--- src/hdl/twdq_pkg.sv ---
// Package for the delta-list timer queue: request and result types,
// controller states, datapath commands and status. No dependencies.
`timescale 1ns / 1ps

package twdq_pkg;

    // Default sizing of the queue.
    localparam int QUEUE_DEPTH_DEF = 32;
    localparam int DELAY_BITS_DEF  = 16;

    // Fixed field widths of the request and the result.
    localparam int IN_DELAY_W = 16;
    localparam int COUNT_W    = 6;

    // Request kinds.
    localparam logic MODE_ADD  = 1'b0;
    localparam logic MODE_TICK = 1'b1;

    typedef struct packed {
        logic                  mode;
        logic [IN_DELAY_W-1:0] delay;
    } t_in_item;

    typedef struct packed {
        logic [COUNT_W-1:0] released;
        logic [COUNT_W-1:0] waiting;
        logic               rejected;
    } t_out_item;

    // Controller states.
    typedef enum logic [3:0] {
        S_IDLE,
        S_TICK_RD,
        S_TICK_CHK,
        S_SRCH_RD,
        S_SRCH_CHK,
        S_MOVE_RD,
        S_MOVE_WR,
        S_INS_HI,
        S_INS_LO,
        S_DONE
    } t_state;

    // Commands from the controller to the datapath.
    typedef enum logic [3:0] {
        DP_NOP,
        DP_LOAD,
        DP_TICK_RD,
        DP_TICK_CHK,
        DP_SRCH_RD,
        DP_SRCH_CHK,
        DP_MOVE_RD,
        DP_MOVE_WR,
        DP_INS_HI,
        DP_INS_LO,
        DP_FINISH
    } t_dp_op;

    // Status from the datapath back to the controller.
    typedef struct packed {
        logic empty;      // no live entries
        logic full;       // every slot is live
        logic tick_zero;  // head delta (decremented on the first read only) is zero
        logic last;       // exactly one live entry
        logic at_end;     // search index has passed the last live entry
        logic found;      // running deadline has reached the new deadline
        logic move_done;  // shift index has reached the slot after the insert slot
    } t_dp_status;

endpackage

--- src/hdl/twdq_ctrl.sv ---
// Controller state machine of the timer queue.
// Sequences the datapath commands and owns both handshakes; uses twdq_pkg.
`timescale 1ns / 1ps

module twdq_ctrl import twdq_pkg::*; (
    input  logic       i_clk,
    input  logic       i_rst_n,
    input  logic       i_in_valid,
    input  logic       i_in_mode,
    input  logic       i_out_stall,
    input  t_dp_status i_status,
    output logic       o_in_stall,
    output logic       o_out_valid,
    output t_dp_op     o_op
);

    t_state r_state;
    t_state n_state;
    logic   r_out_valid;
    logic   n_out_valid;

    // State and result valid registers.
    always_ff @(posedge i_clk) begin
        if (!i_rst_n) begin
            r_state     <= S_IDLE;
            r_out_valid <= 1'b0;
        end else begin
            r_state     <= n_state;
            r_out_valid <= n_out_valid;
        end
    end

    // Next state and datapath command.
    always_comb begin
        n_state     = r_state;
        o_op        = DP_NOP;
        n_out_valid = r_out_valid & i_out_stall;
        unique case (r_state)
            S_IDLE: begin
                if (i_in_valid) begin
                    o_op = DP_LOAD;
                    if (i_in_mode == MODE_TICK) begin
                        n_state = i_status.empty ? S_DONE : S_TICK_RD;
                    end else begin
                        n_state = i_status.full ? S_DONE : S_SRCH_RD;
                    end
                end
            end
            S_TICK_RD: begin
                o_op    = DP_TICK_RD;
                n_state = S_TICK_CHK;
            end
            S_TICK_CHK: begin
                o_op    = DP_TICK_CHK;
                n_state = (i_status.tick_zero && !i_status.last) ? S_TICK_RD : S_DONE;
            end
            S_SRCH_RD: begin
                o_op    = DP_SRCH_RD;
                n_state = i_status.at_end ? S_INS_LO : S_SRCH_CHK;
            end
            S_SRCH_CHK: begin
                o_op    = DP_SRCH_CHK;
                n_state = i_status.found ? S_MOVE_RD : S_SRCH_RD;
            end
            S_MOVE_RD: begin
                if (i_status.move_done) begin
                    n_state = S_INS_HI;
                end else begin
                    o_op    = DP_MOVE_RD;
                    n_state = S_MOVE_WR;
                end
            end
            S_MOVE_WR: begin
                o_op    = DP_MOVE_WR;
                n_state = S_MOVE_RD;
            end
            S_INS_HI: begin
                o_op    = DP_INS_HI;
                n_state = S_INS_LO;
            end
            S_INS_LO: begin
                o_op    = DP_INS_LO;
                n_state = S_DONE;
            end
            S_DONE: begin
                // Hand the result over once the output register is free.
                if (!r_out_valid || !i_out_stall) begin
                    o_op        = DP_FINISH;
                    n_out_valid = 1'b1;
                    n_state     = S_IDLE;
                end
            end
            default: begin
                n_state = S_IDLE;
            end
        endcase
    end

    assign o_in_stall  = (r_state != S_IDLE);
    assign o_out_valid = r_out_valid;

endmodule

--- src/hdl/twdq_datapath.sv ---
// Datapath of the timer queue: the delta memory kept as a ring behind a head
// pointer, the entry count, search and shift indexes, and the result register.
// Uses twdq_pkg.
`timescale 1ns / 1ps

module twdq_datapath import twdq_pkg::*; #(
    parameter int QUEUE_DEPTH = QUEUE_DEPTH_DEF,
    parameter int DELAY_BITS  = DELAY_BITS_DEF
) (
    input  logic       i_clk,
    input  logic       i_rst_n,
    input  t_dp_op     i_op,
    input  t_in_item   i_in_data,
    output t_dp_status o_status,
    output t_out_item  o_out_data
);

    localparam int IDX_W = $clog2(QUEUE_DEPTH);
    localparam int CNT_W = $clog2(QUEUE_DEPTH + 1);
    localparam int SUM_W = DELAY_BITS + 1;

    // Delta memory, one write and one registered read per cycle.
    logic [DELAY_BITS-1:0] mem [QUEUE_DEPTH];
    logic [DELAY_BITS-1:0] r_rdata;

    // Queue control state.
    logic [IDX_W-1:0] r_head;
    logic [CNT_W-1:0] r_count;

    // Per-request working registers.
    logic [CNT_W-1:0]      r_idx;
    logic [CNT_W-1:0]      r_pos;
    logic [CNT_W-1:0]      r_gone;
    logic [DELAY_BITS-1:0] r_d;
    logic [DELAY_BITS-1:0] r_before;
    logic [DELAY_BITS-1:0] r_sum;
    logic                  r_first;
    logic                  r_rejected;
    t_out_item             r_out;

    logic [DELAY_BITS-1:0] load_d;
    logic [DELAY_BITS-1:0] tick_val;
    logic [SUM_W-1:0]      sum;
    logic [CNT_W-1:0]      rd_l;
    logic [CNT_W-1:0]      wr_l;
    logic                  we;
    logic [DELAY_BITS-1:0] wd;
    logic [IDX_W-1:0]      rd_addr;
    logic [IDX_W-1:0]      wr_addr;
    logic [IDX_W-1:0]      head_next;

    // Maps a position counted from the head to a slot of the ring.
    function automatic logic [IDX_W-1:0] slot_of(input logic [IDX_W-1:0] head,
                                                 input logic [CNT_W-1:0] l);
        logic [CNT_W:0] s;
        s = (CNT_W+1)'(head) + (CNT_W+1)'(l);
        if (s >= (CNT_W+1)'(QUEUE_DEPTH)) begin
            s = s - (CNT_W+1)'(QUEUE_DEPTH);
        end
        return s[IDX_W-1:0];
    endfunction

    // Delay of a new request: masked to the queue width, zero taken as one.
    always_comb begin
        load_d = DELAY_BITS'(i_in_data.delay);
        if (load_d == '0) begin
            load_d = DELAY_BITS'(1);
        end
    end

    assign tick_val  = r_first ? (r_rdata - DELAY_BITS'(1)) : r_rdata;
    assign sum       = SUM_W'(r_before) + SUM_W'(r_rdata);
    assign head_next = (r_head == IDX_W'(QUEUE_DEPTH - 1)) ? '0 : (r_head + IDX_W'(1));

    // Memory addresses and write data for each command.
    always_comb begin
        rd_l = r_idx;
        wr_l = r_idx;
        we   = 1'b0;
        wd   = r_rdata;
        unique case (i_op)
            DP_TICK_RD: begin
                rd_l = '0;
            end
            DP_TICK_CHK: begin
                we   = r_first;
                wr_l = '0;
                wd   = tick_val;
            end
            DP_MOVE_RD: begin
                rd_l = r_idx - CNT_W'(1);
            end
            DP_MOVE_WR: begin
                we   = 1'b1;
                wr_l = r_idx;
                wd   = r_rdata;
            end
            DP_INS_HI: begin
                we   = 1'b1;
                wr_l = r_pos + CNT_W'(1);
                wd   = r_sum - r_d;
            end
            DP_INS_LO: begin
                we   = 1'b1;
                wr_l = r_pos;
                wd   = r_d - r_before;
            end
            default: begin
                we = 1'b0;
            end
        endcase
    end

    assign rd_addr = slot_of(r_head, rd_l);
    assign wr_addr = slot_of(r_head, wr_l);

    // Delta memory.
    always_ff @(posedge i_clk) begin
        if (we) begin
            mem[wr_addr] <= wd;
        end
        r_rdata <= mem[rd_addr];
    end

    // Head pointer and entry count.
    always_ff @(posedge i_clk) begin
        if (!i_rst_n) begin
            r_head  <= '0;
            r_count <= '0;
        end else begin
            if (i_op == DP_TICK_CHK && tick_val == '0) begin
                r_head  <= head_next;
                r_count <= r_count - CNT_W'(1);
            end else if (i_op == DP_INS_LO) begin
                r_count <= r_count + CNT_W'(1);
            end
        end
    end

    // Working registers and the result register.
    always_ff @(posedge i_clk) begin
        unique case (i_op)
            DP_LOAD: begin
                r_d        <= load_d;
                r_idx      <= '0;
                r_before   <= '0;
                r_gone     <= '0;
                r_first    <= 1'b1;
                r_rejected <= (i_in_data.mode == MODE_ADD) && o_status.full;
            end
            DP_TICK_CHK: begin
                r_first <= 1'b0;
                if (tick_val == '0) begin
                    r_gone <= r_gone + CNT_W'(1);
                end
            end
            DP_SRCH_RD: begin
                r_pos <= r_idx;
            end
            DP_SRCH_CHK: begin
                if (o_status.found) begin
                    r_sum <= DELAY_BITS'(sum);
                    r_idx <= r_count;
                end else begin
                    r_before <= DELAY_BITS'(sum);
                    r_idx    <= r_idx + CNT_W'(1);
                end
            end
            DP_MOVE_WR: begin
                r_idx <= r_idx - CNT_W'(1);
            end
            DP_FINISH: begin
                r_out.released <= COUNT_W'(r_gone);
                r_out.waiting  <= COUNT_W'(r_count);
                r_out.rejected <= r_rejected;
            end
            default: begin
                r_first <= r_first;
            end
        endcase
    end

    // Status for the controller.
    always_comb begin
        o_status.empty     = (r_count == '0);
        o_status.full      = (r_count == CNT_W'(QUEUE_DEPTH));
        o_status.tick_zero = (tick_val == '0);
        o_status.last      = (r_count == CNT_W'(1));
        o_status.at_end    = (r_idx == r_count);
        o_status.found     = (sum >= SUM_W'(r_d));
        o_status.move_done = (r_idx == (r_pos + CNT_W'(1)));
    end

    assign o_out_data = r_out;

endmodule

--- src/hdl/timed_wait_delta_queue.sv ---
// Delta-list timer queue; each memory read takes an address step, then registered data.
// An empty tick or a refused add goes straight to the result; a tick releases expired
// head entries one by one; an add searches for its slot and, unless appended, shifts
// the entries behind it before writing its own delta and the split remainder. The next
// request is taken once the result is handed over; a result still stalled in the output
// register holds the next one back. Reset empties the queue; the memory is not cleared.
`timescale 1ns / 1ps

module timed_wait_delta_queue import twdq_pkg::*; #(
    parameter int QUEUE_DEPTH = QUEUE_DEPTH_DEF,
    parameter int DELAY_BITS  = DELAY_BITS_DEF
) (
    input  logic      i_clk,
    input  logic      i_rst_n,
    input  logic      i_in_valid,
    input  t_in_item  i_in_data,
    output logic      o_in_stall,
    output logic      o_out_valid,
    output t_out_item o_out_data,
    input  logic      i_out_stall
);

    t_dp_op     op;
    t_dp_status status;

    // Request sequencing.
    twdq_ctrl u_ctrl (
        .i_clk       (i_clk),
        .i_rst_n     (i_rst_n),
        .i_in_valid  (i_in_valid),
        .i_in_mode   (i_in_data.mode),
        .i_out_stall (i_out_stall),
        .i_status    (status),
        .o_in_stall  (o_in_stall),
        .o_out_valid (o_out_valid),
        .o_op        (op)
    );

    // Queue storage and arithmetic.
    twdq_datapath #(
        .QUEUE_DEPTH (QUEUE_DEPTH),
        .DELAY_BITS  (DELAY_BITS)
    ) u_datapath (
        .i_clk      (i_clk),
        .i_rst_n    (i_rst_n),
        .i_op       (op),
        .i_in_data  (i_in_data),
        .o_status   (status),
        .o_out_data (o_out_data)
    );

endmodule

--- config.mk ---
export PLATFORM = sky130hd
export DESIGN_NAME = timed_wait_delta_queue
export DESIGN_NICKNAME = d
export VERILOG_FILES = /design/src/hdl/twdq_pkg.sv /design/src/hdl/twdq_ctrl.sv /design/src/hdl/twdq_datapath.sv /design/src/hdl/timed_wait_delta_queue.sv
export SDC_FILE = /design/constraint.sdc
export NUM_CORES = 1
export LEC_CHECK = 0
export ABC_AREA = 1
export BUFFER_PORTS_ARGS = -buffer_cell sky130_fd_sc_hd__buf_2
export CORE_UTILIZATION = 58
export CTS_CLUSTER_DIAMETER = 40
export DETAILED_ROUTE_END_ITERATION = 16
export PLACE_DENSITY_LB_ADDON = 0.2
export RECOVER_POWER = 100
export SETUP_SLACK_MARGIN = 0.1
export SLEW_MARGIN = 40
export SYNTH_ARGS = -nofsm -noshare
export SYNTH_HDL_FRONTEND = slang
export SYNTH_SLANG_ARGS = --single-unit
--- constraint.sdc ---
create_clock -name i_clk -period 8.3 [get_ports i_clk]
set_input_delay 0.415 -clock i_clk [delete_from_list [all_inputs] [get_ports i_clk]]
set_output_delay 0.415 -clock i_clk [all_outputs]
set_load 0.01 [all_outputs]
After elaboration in Yosys (flattened, before gate mapping)

Memory sizes are Yosys's and may differ from the RTL's. A register that Yosys moved wholly into a read port is not among the register bits.
Cells that the tools add are included.

Register bits: 97
RAM bits: 512
Input bits: 21
Word-level logic and storage cells: 120
Memories kept: 1

Add/subtract/negate cells: 15
Magnitude comparators: 3
Eq/ne operators: 28
Muxes and demuxes: 35
Bitwise operators: 2
Reduce and logical (&&, ||, !) cells: 21

Memory list:

| name           | depth | width | rd ports | clocked after Yosys merged registers in | wr ports | line                | source |
|---|---|---|---|---|---|---|---|
| u_datapath.mem | 32    | 16    | 1        | 1                                       | 1        | twdq_datapath.sv:23 | `logic [DELAY_BITS-1:0] mem [QUEUE_DEPTH];` |

Operator list:

| kind                    | count |
|---|---|
| $pmux W4 S10            | 2 |
| $pmux W16 S3            | 1 |
| $pmux W6 S3             | 2 |
| $eq A4 B3 Y1 const B    | 8 |
| $logic_not A16 Y1       | 2 |
| $mux W16                | 2 |
| $mux W4                 | 8 |
| $pmux W16 S2            | 1 |
| $sub A16 B16 Y16        | 2 |
| $add A6 B1 Y6 const B   | 4 |
| $mux W6                 | 4 |
| $pmux W6 S2             | 2 |
| $eq A4 B4 Y1 const B    | 5 |
| $add A16 B16 Y17        | 1 |
| $ge A17 B16 Y1          | 1 |
| $eq A4 B2 Y1 const B    | 4 |
| $sub A16 B1 Y16 const B | 1 |
| $mux W5                 | 3 |
| $add A5 B6 Y7           | 2 |
| $ge A7 B6 Y1 const B    | 2 |
| $eq A6 B6 Y1            | 2 |
| $sub A6 B1 Y6 const B   | 2 |
| $sub A5 B1 Y5 const B   | 2 |
| $eq A4 B1 Y1 const B    | 2 |
| other kinds (21)        | 39 |

Logic depth before layout (Yosys ltp)

Gate-level depths: netlist (run 1).

Word-level depth: 9
Mapped depth: 24
Mapped depth without buffers: 22

By module

A second synthesis (run 1) with hierarchy kept.

Cell total of the unflattened synthesis: 2,567
Area, all modules: 29,260.6 um^2

By module, submodules not included:

| module        | instances | cells each | area an instance (um^2) |
|---|---|---|---|
| twdq_datapath | 1         | 2,492      | 28,811.4 |
| twdq_ctrl     | 1         | 75         | 449.2 |

Worst setup path before layout (run 1)

No wires, ideal clock.

Path type: reg-to-reg
Start: register u_datapath.r_before[0]
End: register u_datapath.r_before[0] (enable)
Setup time: 389 ps
Arrival: 4,105 ps
Data required time: 7,911 ps
Path slack: 3,806 ps
Cell stages (with the launch flop): 18
Buffers on the path: 0
Path through: edfxtp_1 ha_1 fa_1 a21oi_1 o21ai_0 a21boi_0 o21ai_0 xor2_1 ha_1 nand2_1 nor2_1 nand4_1 nor2_1 a2111oi_0 nand3_1 nand2_1 inv_1 nor2_1

Word-level cells in the longest chain between the ends: 4

RTL lines:

| what                         | line                 | source |
|---|---|---|
| start, declared              | twdq_datapath.sv:35  | `logic [DELAY_BITS-1:0] r_before;` |
| start signal, assigned       | twdq_datapath.sv:165 | `r_before <= DELAY_BITS'(sum);` |
| $add A16 B16 Y17             | twdq_datapath.sv:72  | `assign sum = SUM_W'(r_before) + SUM_W'(r_rdata);` |
| named net u_datapath.sum[12] | twdq_datapath.sv:43  | `logic [SUM_W-1:0] sum;` |
| $ge A17 B16 Y1               | twdq_datapath.sv:190 | `o_status.found = (sum >= SUM_W'(r_d));` |
| $ne A2 B2 Y1 (no line)       | --                   |  |
| $reduce_and A2 Y1 (no line)  | --                   |  |

The timed path passes the listed nets, and every way through them passes these cells.
A chain may end at the register's enable or synchronous reset.

Worst setup path in the final report (run 1)

Start: register u_ctrl.r_state[3]
End: memory u_datapath.mem[19][11] (netlist name) (enable)

Word-level cells in the longest chain between the ends: 7
Elaborated cells between the ends (all ways): 24
Classes of those cells: add/sub: 2; order compare: 1; eq/ne: 13; mux: 6; reduce/logical: 2

RTL lines:

| what                                                   | line                                      | source |
|---|---|---|
| start, declared                                        | twdq_ctrl.sv:17                           | `t_state r_state;` |
| start signal, assigned                                 | twdq_ctrl.sv:28                           | `r_state <= n_state;` |
| $eq A4 B4 Y1, or another cell as far along             | twdq_ctrl.sv:38                           | `unique case (r_state)` |
| $pmux W4 S10 *                                         | twdq_ctrl.sv:38                           |  |
| $eq A4 B4 Y1, or another cell as far along             | twdq_datapath.sv:81                       | `unique case (i_op)` |
| $pmux W6 S3 / $reduce_or A3 Y1 (equally long branches) | --                                        |  |
| $add A5 B6 Y7 / $pmux W1 S2 (equally long branches)    | twdq_datapath.sv:56, twdq_datapath.sv:81  |  |
| $ge A7 B6 Y1, or another cell as far along             | twdq_datapath.sv:57                       | `if (s >= (CNT_W+1)'(QUEUE_DEPTH)) begin` |
| $mux W5 / $mux W1 (equally long branches)              | twdq_datapath.sv:57, twdq_datapath.sv:120 |  |
| end, declared                                          | twdq_datapath.sv:23                       |  |

Every way passes the cells marked *; elsewhere a longest branch is shown, timed or not.

==> results.yml, run 1 <==
run_status:
  outcome: "finished with violations"
  violations: "capacitance limit, slew limit"
placement:
  place.gp.congestion: 0.957
  dpl.hpwl_um: 50000
  dpl_cell_area_mm2: 0.0303
  portBuffers: 35
sta:
  hold_viol: 0
  fin_crit_sh_pct: 80.4
  max_slew_margin_pct: -41.1
  fmax_mhz: 150
  tns_ns: 0
  post-route-min-period_ns: 6.67
  slew_viol_final: 567
  worst_slew_pin_slew_ns: 2.12
  rsz0062_at_grt: "no"
  fin_skew_ns: 0.0437
  setup_viol: 0
critical_path:
  slowest_stage: "nor2_1"
  start_kind: "flop"
  cp_max_fo: 20
  max_stage_delay_ns: 1.20
  required_ns: 8.56
  worst-path-buf-inv: 4
  cp_cell_sequence: "nor2_1 > nand2_1 > inv_1 > nor2_1 > inv_1 > o221ai_1 > ha_1 > inv_1 > fa_1 > o21ai_0 > xor2_4 > nand3_2 > nor2_1 > clkbuf_1"
  end_kind: "flop"
  path_delay_family: "simple AND/OR/NAND/NOR gates"
  worst-setup-path-type: "reg2reg"
  cp.arrival_ns: 6.93
detailed_routing:
  postRouteAntennaNets: 0
  drtIter0Drc: 2347
  vias: 20500
  avgRoutedWirePerCell_um: 23.4
  wl_um: 79400
  vias_per_cell: 6.04
  drc: 0
  drt_pre_antenna_iters: 6
die:
  die_width_um: 226
  rows: 81
  initial_core_util_pct: 59.2
  pin_count: 36
  dieArea_mm2: 0.0512
  die_h_um: 226
  core-area_mm2: 0.0493
synth:
  synth_fp_nets: 2676
  yosysTopAreaCellShare_pct: 61.1
  synth_cells: 2568
  avgSynthCellArea_um2: 11.4
  synthFlopType: "edfxtp_1"
  synth.most_common_cell: "edfxtp_1"
  async_flop_share_pct: 0
  synth_cell_types: 49
  synth_top_area_cell: "edfxtp_1"
  ys_ff_latch: 625
  netlist_area_mm2: 0.0292
  synth_area_leaders: "edfxtp_1 61%, mux2i_1 4.4%, a21oi_1 4.2%"
  synth_edf_count: 593
  synth_warnings: 0
  synthTopCellsByCount: "593 x edfxtp_1, 326 x nand2_1, 279 x inv_1"
  yosysSeqAreaShare_pct: 63.2
cts:
  cts.sinks: 625
  cts_root_buf: "clkbuf_16"
  post_cts_buffers: 0
  cts_buffer_depth: 3
  insertion_delay_ns: 0.66
  path_clk_slew_ns: 0.05
  htreeDepth: 3
  cts_buffers: 88
  cts_tree: "built"
  cts_resized: 0
final_layout:
  antennaDiodeCount: 0
  nets: 2758
  syn_to_final_growth_pct: 13.9
  seq_area_mm2: 0.0184
  nFillCells: 3657
  final_area_mm2: 0.0332
  multiInputGateArea_mm2: 0.00915
  drive_above_1_share_pct: 8.33
power:
  clkPwrFrac_pct: 28.7
  p_seq_share_pct: 35.9
  intPower_uw: 7960
  pwr-share-comb_pct: 35.4
  vdd_drop_max_mv: 0.231
  switchingPower_uw: 5230
  p_leak_uw: 0.0124
  pwr_density_cell_mw_per_mm2: 397
  switching_share_pct: 39.6
global_routing:
  grt_overflow: 0
  track_usage_pct: 31.6
  grt_max_degree: 119
  grt_pass1_vias: 19700
  grt_pass1_wl_um: 119000
  antenna_found_initial: 1
hold_path:
  hold_path.class: "in2reg"
job:
  drv_cap: 17
-- cells by family (layout without fill, tap and decap cells) --
family | Yosys count | after routing | share of synthesized area [%]
adder cells (fa/ha/maj) | 87 | 87 | 3.86
multiplexers | 128 | 128 | 4.39
XOR/XNOR | 46 | 46 | 1.51
AND/OR/NAND/NOR | 626 | 626 | 9.35
flip-flops | 625 | 625 | 63.2
buffers and inverters | 410 | 567 | 5.46
AO/OA/AOI/OAI | 646 | 646 | 12.2
-- registers in the layout (all words and copies together), names as in the netlist --
name / count
u_ctrl.o_out_valid: 1
u_ctrl.r_state: 4
u_datapath.mem: 512
u_datapath.o_out_data: 13
u_datapath.r_before: 16
u_datapath.r_count: 6
u_datapath.r_d: 16
u_datapath.r_first: 1
u_datapath.r_gone: 6
u_datapath.r_head: 5
u_datapath.r_idx: 6
u_datapath.r_pos: 6
u_datapath.r_rdata: 16
u_datapath.r_rejected: 1
u_datapath.r_sum: 16
-- cell type report --
cell class	instances	area share, %
inverter	292	3.31
timing repair buffer	110	1.98
clock buffer	101	6.81
clock inverter	64	2.31
sequential	625	55.5
tap	664	2.50
multi-input combinational	1533	27.5
-- path summary, 6_finish.rpt --
| check | cells after the start | startpoint | slack, ns | end |
|---|---|---|---|---|
| setup / recovery | 14 | u_ctrl.r_state[3]$_SDFFE_PN0P_ | 1.63 | u_datapath.mem[19][11]$_DFFE_PP_ |
| hold / removal | 3 | i_out_stall | 0.06 | u_ctrl.o_out_valid$_SDFF_PN0_ |
| setup reg to reg | 14 | u_ctrl.r_state[3]$_SDFFE_PN0P_ | 1.63 | u_datapath.mem[19][11]$_DFFE_PP_ |
| hold reg to reg | 0 | u_datapath.r_rejected$_DFFE_PP_ | 0.42 | u_datapath.o_out_data[0]$_DFFE_PN_ |
-- timing repair --
action	in CTS	in global routing
hold buffers	14	0
endpoints found under the setup margin	0	0
endpoints found under the hold margin	14	0
-- power by group through the flow --
stage,clock [uW],combinational [uW],sequential [uW]
2_1_floorplan,0,2940,4630
3_3_place_gp,0,4540,4710
3_5_place_dp,0,4660,4710
4_1_cts,3820,4700,4650
5_1_grt,3940,5050,4740
6_report,3790,4670,4730
-- cell usage in the layout, fill, tap and decap left out, types with 32 or more instances in the layout --
master     count
nand2_1      328
nand3_1       81
a31oi_1       35
o21ai_0      254
clkbuf_16     88
dfxtp_1       32
ha_1          81
a21oi_1      244
edfxtp_1     593
nor2_1       134
clkbuf_1      74
inv_1        281
mux2i_1      128
o211ai_1      72
-- per-stage QoR --
step	utilization (%)	instances	hold WS (ns)	setup WS (ns)	power (uW)
2_1_floorplan	-	2568	0.400	3.81	7570
3_3_place_gp	61.4	3209	0.407	2.63	9250
3_5_place_dp	61.5	3210	0.411	2.73	9370
4_1_cts	67.9	3389	0.0167	2.67	13200
5_1_grt	67.4	3389	0.0637	1.14	13700
6_report	67.4	3389	0.0586	1.63	13200
-- worst min-delay path, cell delays in order --
cell	delay, ns
buf_2	0.09
nand2_1	0.06
a21oi_1	0.06
-- metal layers --
layer	vias up	part of all wire, %	GRT usage (%)
met4	0	4.7	14.6
met2	992	47	51.2
met5	-	0	0
met1	9910	40	41.5
li1	9373	-	-
met3	187	7.7	5.49
No activity file was read; power rests on OpenSTA's default activity.
==> inputs of run 2 (changes only) <==
--- a/config.mk
+++ b/config.mk
@@ -5,7 +5,7 @@
 export SDC_FILE = /design/constraint.sdc
 export NUM_CORES = 1
 export LEC_CHECK = 0
-export ABC_AREA = 1
+export ABC_AREA = 0
 export BUFFER_PORTS_ARGS = -buffer_cell sky130_fd_sc_hd__buf_2
 export CORE_UTILIZATION = 58
 export CTS_CLUSTER_DIAMETER = 40
==> constraint.sdc (replaced) <==
create_clock -name i_clk -period 6.5 [get_ports i_clk]
set_input_delay 0.325 -clock i_clk [delete_from_list [all_inputs] [get_ports i_clk]]
set_output_delay 0.325 -clock i_clk [all_outputs]
set_load 0.01 [all_outputs]
==> results.yml, run 2 <==
detailed_routing:
  avgRoutedWirePerCell_um: 26.8
  drtIter0Drc: 1637
  drt_pre_antenna_iters: 5
  drc: 0
  postRouteAntennaNets: 0
  wl_um: 67400
  vias: 16100
  vias_per_cell: 6.40
global_routing:
  grt_pass1_wl_um: 101000
  track_usage_pct: 28.0
  grt_max_degree: 69
  grt_overflow: 0
  grt_pass1_vias: 16300
  antenna_found_initial: 1
sta:
  fin_skew_ns: 0.0278
  hold_viol: 0
  setup_viol: 0
  post-route-min-period_ns: 5.95
  fmax_mhz: 168
  rsz0062_at_grt: "no"
  max_slew_margin_pct: -142
  fin_crit_sh_pct: 91.6
  slew_viol_final: 330
  worst_slew_pin_slew_ns: 3.59
  tns_ns: 0
synth:
  synth_warnings: 0
  ys_ff_latch: 625
  avgSynthCellArea_um2: 16.4
  synth_fp_nets: 1822
  yosysTopAreaCellShare_pct: 63.2
  synth_edf_count: 593
  yosysSeqAreaShare_pct: 65.5
  synth.most_common_cell: "edfxtp_1"
  synth_top_area_cell: "edfxtp_1"
  synthFlopType: "edfxtp_1"
  synth_cell_types: 80
  synthTopCellsByCount: "593 x edfxtp_1, 160 x mux4_2, 113 x nor2_1"
  synth_cells: 1714
  synth_area_leaders: "edfxtp_1 63%, mux4_2 13%, ha_1 3.6%"
  netlist_area_mm2: 0.0282
  async_flop_share_pct: 0
critical_path:
  r2r_start: "u_ctrl.r_state[3]$_SDFFE_PN0P_"
  required_ns: 6.79
  startpoint: "u_ctrl.r_state[3]$_SDFFE_PN0P_"
  worst-setup-path-type: "reg2reg"
  end_kind: "flop"
  cp_max_fo: 20
  cp.arrival_ns: 6.24
  start_kind: "flop"
final_layout:
  multiInputGateArea_mm2: 0.00916
  largest_register_ffs: 512
  seq_area_mm2: 0.0184
  nFillCells: 3234
  nets: 1940
  final_cell_mix: "593 x edfxtp_1, 160 x mux4_2, 96 x nor2_1, 85 x clkbuf_16, 81 x ha_1"
  largest-register: "u_datapath.mem"
  antennaDiodeCount: 0
  final_area_mm2: 0.0321
  syn_to_final_growth_pct: 14.1
  drive_above_1_share_pct: 20.6
  final_common_cell: "edfxtp_1"
die:
  initial_core_util_pct: 58.9
  pin_count: 36
  rows: 80
  die_width_um: 222
  die_h_um: 222
  core-area_mm2: 0.0478
  dieArea_mm2: 0.0495
cts:
  cts_tree: "built"
  htreeDepth: 3
  cts_buffers: 85
  insertion_delay_ns: 0.63
  cts.sinks: 625
  path_clk_slew_ns: 0.06
  cts_root_buf: "clkbuf_16"
  cts_hold_buf: 16
  cts_resized: 0
  cts_buffer_depth: 3
  post_cts_buffers: 0
placement:
  portBuffers: 35
  dpl.hpwl_um: 40400
  dpl_cell_area_mm2: 0.0295
  place.gp.congestion: 0.897
power:
  p_leak_uw: 0.0109
  pwr_density_cell_mw_per_mm2: 543
  vdd_drop_max_mv: 0.426
run_status:
  violations: "capacitance limit, slew limit"
  outcome: "finished with violations"
job:
  drv_cap: 12
hold_path:
  holdCritStartpoint: "i_out_stall"
  hold_path.class: "in2reg"
## run 2: changes by cell type after synthesis, sizes merged, moves of 23 or more
cell / before / now
a21oi: 245 / 48
inv: 291 / 64
mux2i: 128 / 12
mux4: 0 / 160
nand2: 328 / 71
nand3: 89 / 25
nand4: 28 / 5
nor2: 140 / 113
o211ai: 72 / 10
o21ai: 260 / 47
xnor2: 14 / 44
## run 2: metrics by stage
| step | power, uW | instances | worst slack [ns] | utilization (%) | hold WS [ns] |
|---|---|---|---|---|---|
| 2_1_floorplan | 10700 | 1714 | 1.74 | - | 0.400 |
| 3_3_place_gp | 12800 | 2339 | 0.977 | 61.5 | 0.407 |
| 3_5_place_dp | 13000 | 2344 | 0.921 | 61.6 | 0.415 |
| 4_1_cts | 17600 | 2516 | 0.818 | 67.9 | 0.00129 |
| 5_1_grt | 18200 | 2516 | 0.228 | 67.2 | 0.0197 |
| 6_report | 17500 | 2516 | 0.546 | 67.2 | 0.0257 |
## run 2: final timing paths
kind | end | slack (ns) | cells after the start
setup / recovery | u_datapath.mem[16][5]$_DFFE_PP_ | 0.55 | 16
hold / removal | u_datapath.o_out_data[0]$_DFFE_PN_ | 0.03 | 2
setup reg to reg | u_datapath.mem[16][5]$_DFFE_PP_ | 0.55 | 16
hold reg to reg | u_datapath.o_out_data[0]$_DFFE_PN_ | 0.42 | 0
## run 2: logic make-up (layout without fill, tap and decap cells)
logic type | after synthesis | after routing | synth area share [%]
and+or+nand+nor | 341 | 341 | 6.00
AOI/OAI and AO/OA | 241 | 241 | 5.89
buffers and inverters | 151 | 338 | 2.16
DFF | 625 | 625 | 65.5
adders and majority gates | 87 | 87 | 4.00
muxes | 190 | 190 | 13.9
xor gates and xnor gates | 79 | 79 | 2.52
## run 2: per-layer routing
layer	global-route usage, %	wire (um)	share of wire, %
met1	37.5	26900	40
met2	45.8	33000	49
met3	5.34	5110	7.6
met4	10.8	2440	3.6
met5	0	0	0
## run 2: area by class of cell
cell class                 instances  area share [%]
tap                              615            2.39
multi-input combinational        938            28.5
timing repair buffer             117            2.11
clock inverter                    60            2.09
clock buffer                      96            6.75
sequential                       625            57.4
inverter                          65           0.759
## run 2: where the power goes
| group | switching [uW] | internal (uW) | total, uW |
|---|---|---|---|
| clock network | 1840 | 2740 | 4580 |
| logic | 4040 | 2550 | 6590 |
| registers | 377 | 5900 | 6280 |
| total | 6270 | 11200 | 17500 |
## run 2: critical path: stages, from the launching register on
cell	delay, ns
dfxtp_1	0.79
inv_1	0.26
nand2_1	0.17
nor2_1	0.05
clkbuf_2	0.30
or2_0	0.55
o221ai_1	0.29
ha_1	0.22
inv_1	0.06
fa_1	0.43
nor2b_1	0.13
a221oi_1	0.09
xnor2_1	0.18
xor2_1	0.49
nand3_1	0.31
nor2_1	0.76
clkbuf_2	0.49
==> inputs of run 3 (changes only) <==
--- a/config.mk
+++ b/config.mk
@@ -9,6 +9,7 @@
 export BUFFER_PORTS_ARGS = -buffer_cell sky130_fd_sc_hd__buf_2
 export CORE_UTILIZATION = 58
 export CTS_CLUSTER_DIAMETER = 40
+export CTS_CLUSTER_SIZE = 14
 export DETAILED_ROUTE_END_ITERATION = 16
 export PLACE_DENSITY_LB_ADDON = 0.2
 export RECOVER_POWER = 100
==> constraint.sdc (replaced) <==
create_clock -name i_clk -period 5.5 [get_ports i_clk]
set_input_delay 0.275 -clock i_clk [delete_from_list [all_inputs] [get_ports i_clk]]
set_output_delay 0.275 -clock i_clk [all_outputs]
set_load 0.01 [all_outputs]
==> results.yml, run 3 (same netlist as run 2, synthesis figures left out) <==
run_status:
  outcome: "finished with violations"
  violations: "capacitance limit, slew limit"
detailed_routing:
  drc: 0
  postRouteAntennaNets: 0
  drt_pre_antenna_iters: 6
  avgRoutedWirePerCell_um: 27.0
  drtIter0Drc: 1812
  wl_um: 68500
  vias_per_cell: 6.44
  vias: 16300
final_layout:
  final_common_cell: "edfxtp_1"
  final_area_mm2: 0.0323
  fin_cells: 2539
  largest_register_ffs: 512
  largest-register: "u_datapath.mem"
  drive_above_1_share_pct: 21.6
  nets: 1962
  syn_to_final_growth_pct: 14.7
  final_cell_mix: "593 x edfxtp_1, 160 x mux4_2, 95 x nor2_1, 85 x clkbuf_16, 81 x ha_1"
sta:
  tns_ns: 0
  setup_viol: 0
  rsz0062_at_grt: "no"
  fin_skew_ns: 0.0295
  hold_viol: 0
  fmax_mhz: 192
  setup_ws_ns: 0.304
  slew_viol_final: 101
  fin_crit_sh_pct: 94.5
  worst_slew_pin_slew_ns: 1.81
  max_slew_margin_pct: -21.6
  post-route-min-period_ns: 5.20
global_routing:
  grt_pass1_vias: 16700
  grt_max_degree: 56
  grt_overflow: 0
  track_usage_pct: 28.6
  grt_pass1_wl_um: 103000
  antenna_found_initial: 1
power:
  p_leak_uw: 0.0110
  pwr_density_cell_mw_per_mm2: 642
  vdd_drop_max_mv: 0.342
  totalPowerFinal_uw: 20700
cts:
  cts.sinks: 625
  post_cts_buffers: 0
  insertion_delay_ns: 0.63
  cts_resized: 0
  cts_hold_buf: 18
  cts_root_buf: "clkbuf_16"
  path_clk_slew_ns: 0.06
  cts_tree: "built"
  htreeDepth: 3
  cts_buffers: 83
  cts_buffer_depth: 3
placement:
  portBuffers: 35
  dpl.hpwl_um: 41900
  dpl_worst_slack_ns: 0.454
  dpl_cell_area_mm2: 0.0297
  place.gp.congestion: 0.918
  post-place-cells: 2366
critical_path:
  cp.arrival_ns: 5.71
  cp_max_fo: 55
  worst-setup-path-type: "reg2reg"
  start_kind: "flop"
  rrSetupSlack_ns: 0.30
  required_ns: 6.01
  end_kind: "flop"
die:
  core-area_mm2: 0.0478
  die_h_um: 222
  die_width_um: 222
  initial_core_util_pct: 58.9
  pin_count: 36
  dieArea_mm2: 0.0495
  rows: 80
job:
  drv_cap: 5
hold_path:
  hold_path.class: "in2reg"
## run 3: cell count changes in the layout (fill, tap and decap cells not counted), moves of 4 or more
cell	before	now
buf_4	9	13
inv_6	9	17
clkinv_2	9	4
clkinv_4	12	7
clkbuf_2	9	27
clkbuf_1	80	74
## run 3: metal layers
layer,up-vias,GRT usage [%],wire (um),part of all wire [%]
met5,-,0,0,0
met4,0,8.81,1850,2.7
met3,138,5.78,5700,8.3
met2,755,47.2,33900,50
met1,8326,38.6,27000,39
li1,7128,-,-,-
## run 3: cell type report
cell class                      instances  area (um^2)
Antenna cell                            1         2.50
Clock buffer                           94         2160
Clock inverter                         60          676
Inverter                               65          244
Sequential cell                       625        18400
Timing Repair Buffer                  141          861
Multi-Input combinational cell        938         9160
Fill cell                            3232        15500
Tap cell                              615          769
## run 3: per-stage QoR
stage	util, %	hold WS [ns]
5_1_grt	67.5	0.0591
3_5_place_dp	62.2	0.409
2_1_floorplan	-	0.400
3_3_place_gp	62.1	0.404
4_1_cts	68.5	0.0295
6_report	67.5	0.0532
## run 3: worst paths after layout
| check | start | end | cells past startpoint |
|---|---|---|---|
| worst min-delay path | i_rst_n | u_ctrl.r_state[2]$_SDFFE_PN0P_ | 2 |
| worst max-delay path | u_datapath.r_pos[0]$_DFFE_PN_ | u_datapath.r_rdata[3]$_DFF_P_ | 13 |
| worst min register to register | u_datapath.r_rejected$_DFFE_PP_ | u_datapath.o_out_data[0]$_DFFE_PN_ | 0 |
| worst max register to register | u_datapath.r_pos[0]$_DFFE_PN_ | u_datapath.r_rdata[3]$_DFF_P_ | 13 |
## run 3: power breakdown
| part | internal (uW) | leakage (uW) | switching (uW) |
|---|---|---|---|
| clock | 3200 | 0.00136 | 2220 |
| sequential | 6960 | 0.00564 | 409 |
| combinational | 3070 | 0.00404 | 4870 |
## run 3: critical path: stages, from the launching register on
cell and delay, ns:
edfxtp_1 0.42, ha_1 0.28, inv_1 0.08, o311ai_0 0.52, nor3_1 0.19, o211a_1 0.25, a211oi_1 0.35, a32o_1 0.26
inv_1 0.07, fa_4 0.88, buf_6 0.46, mux4_2 0.43, mux4_2 0.54, mux2_2 0.30
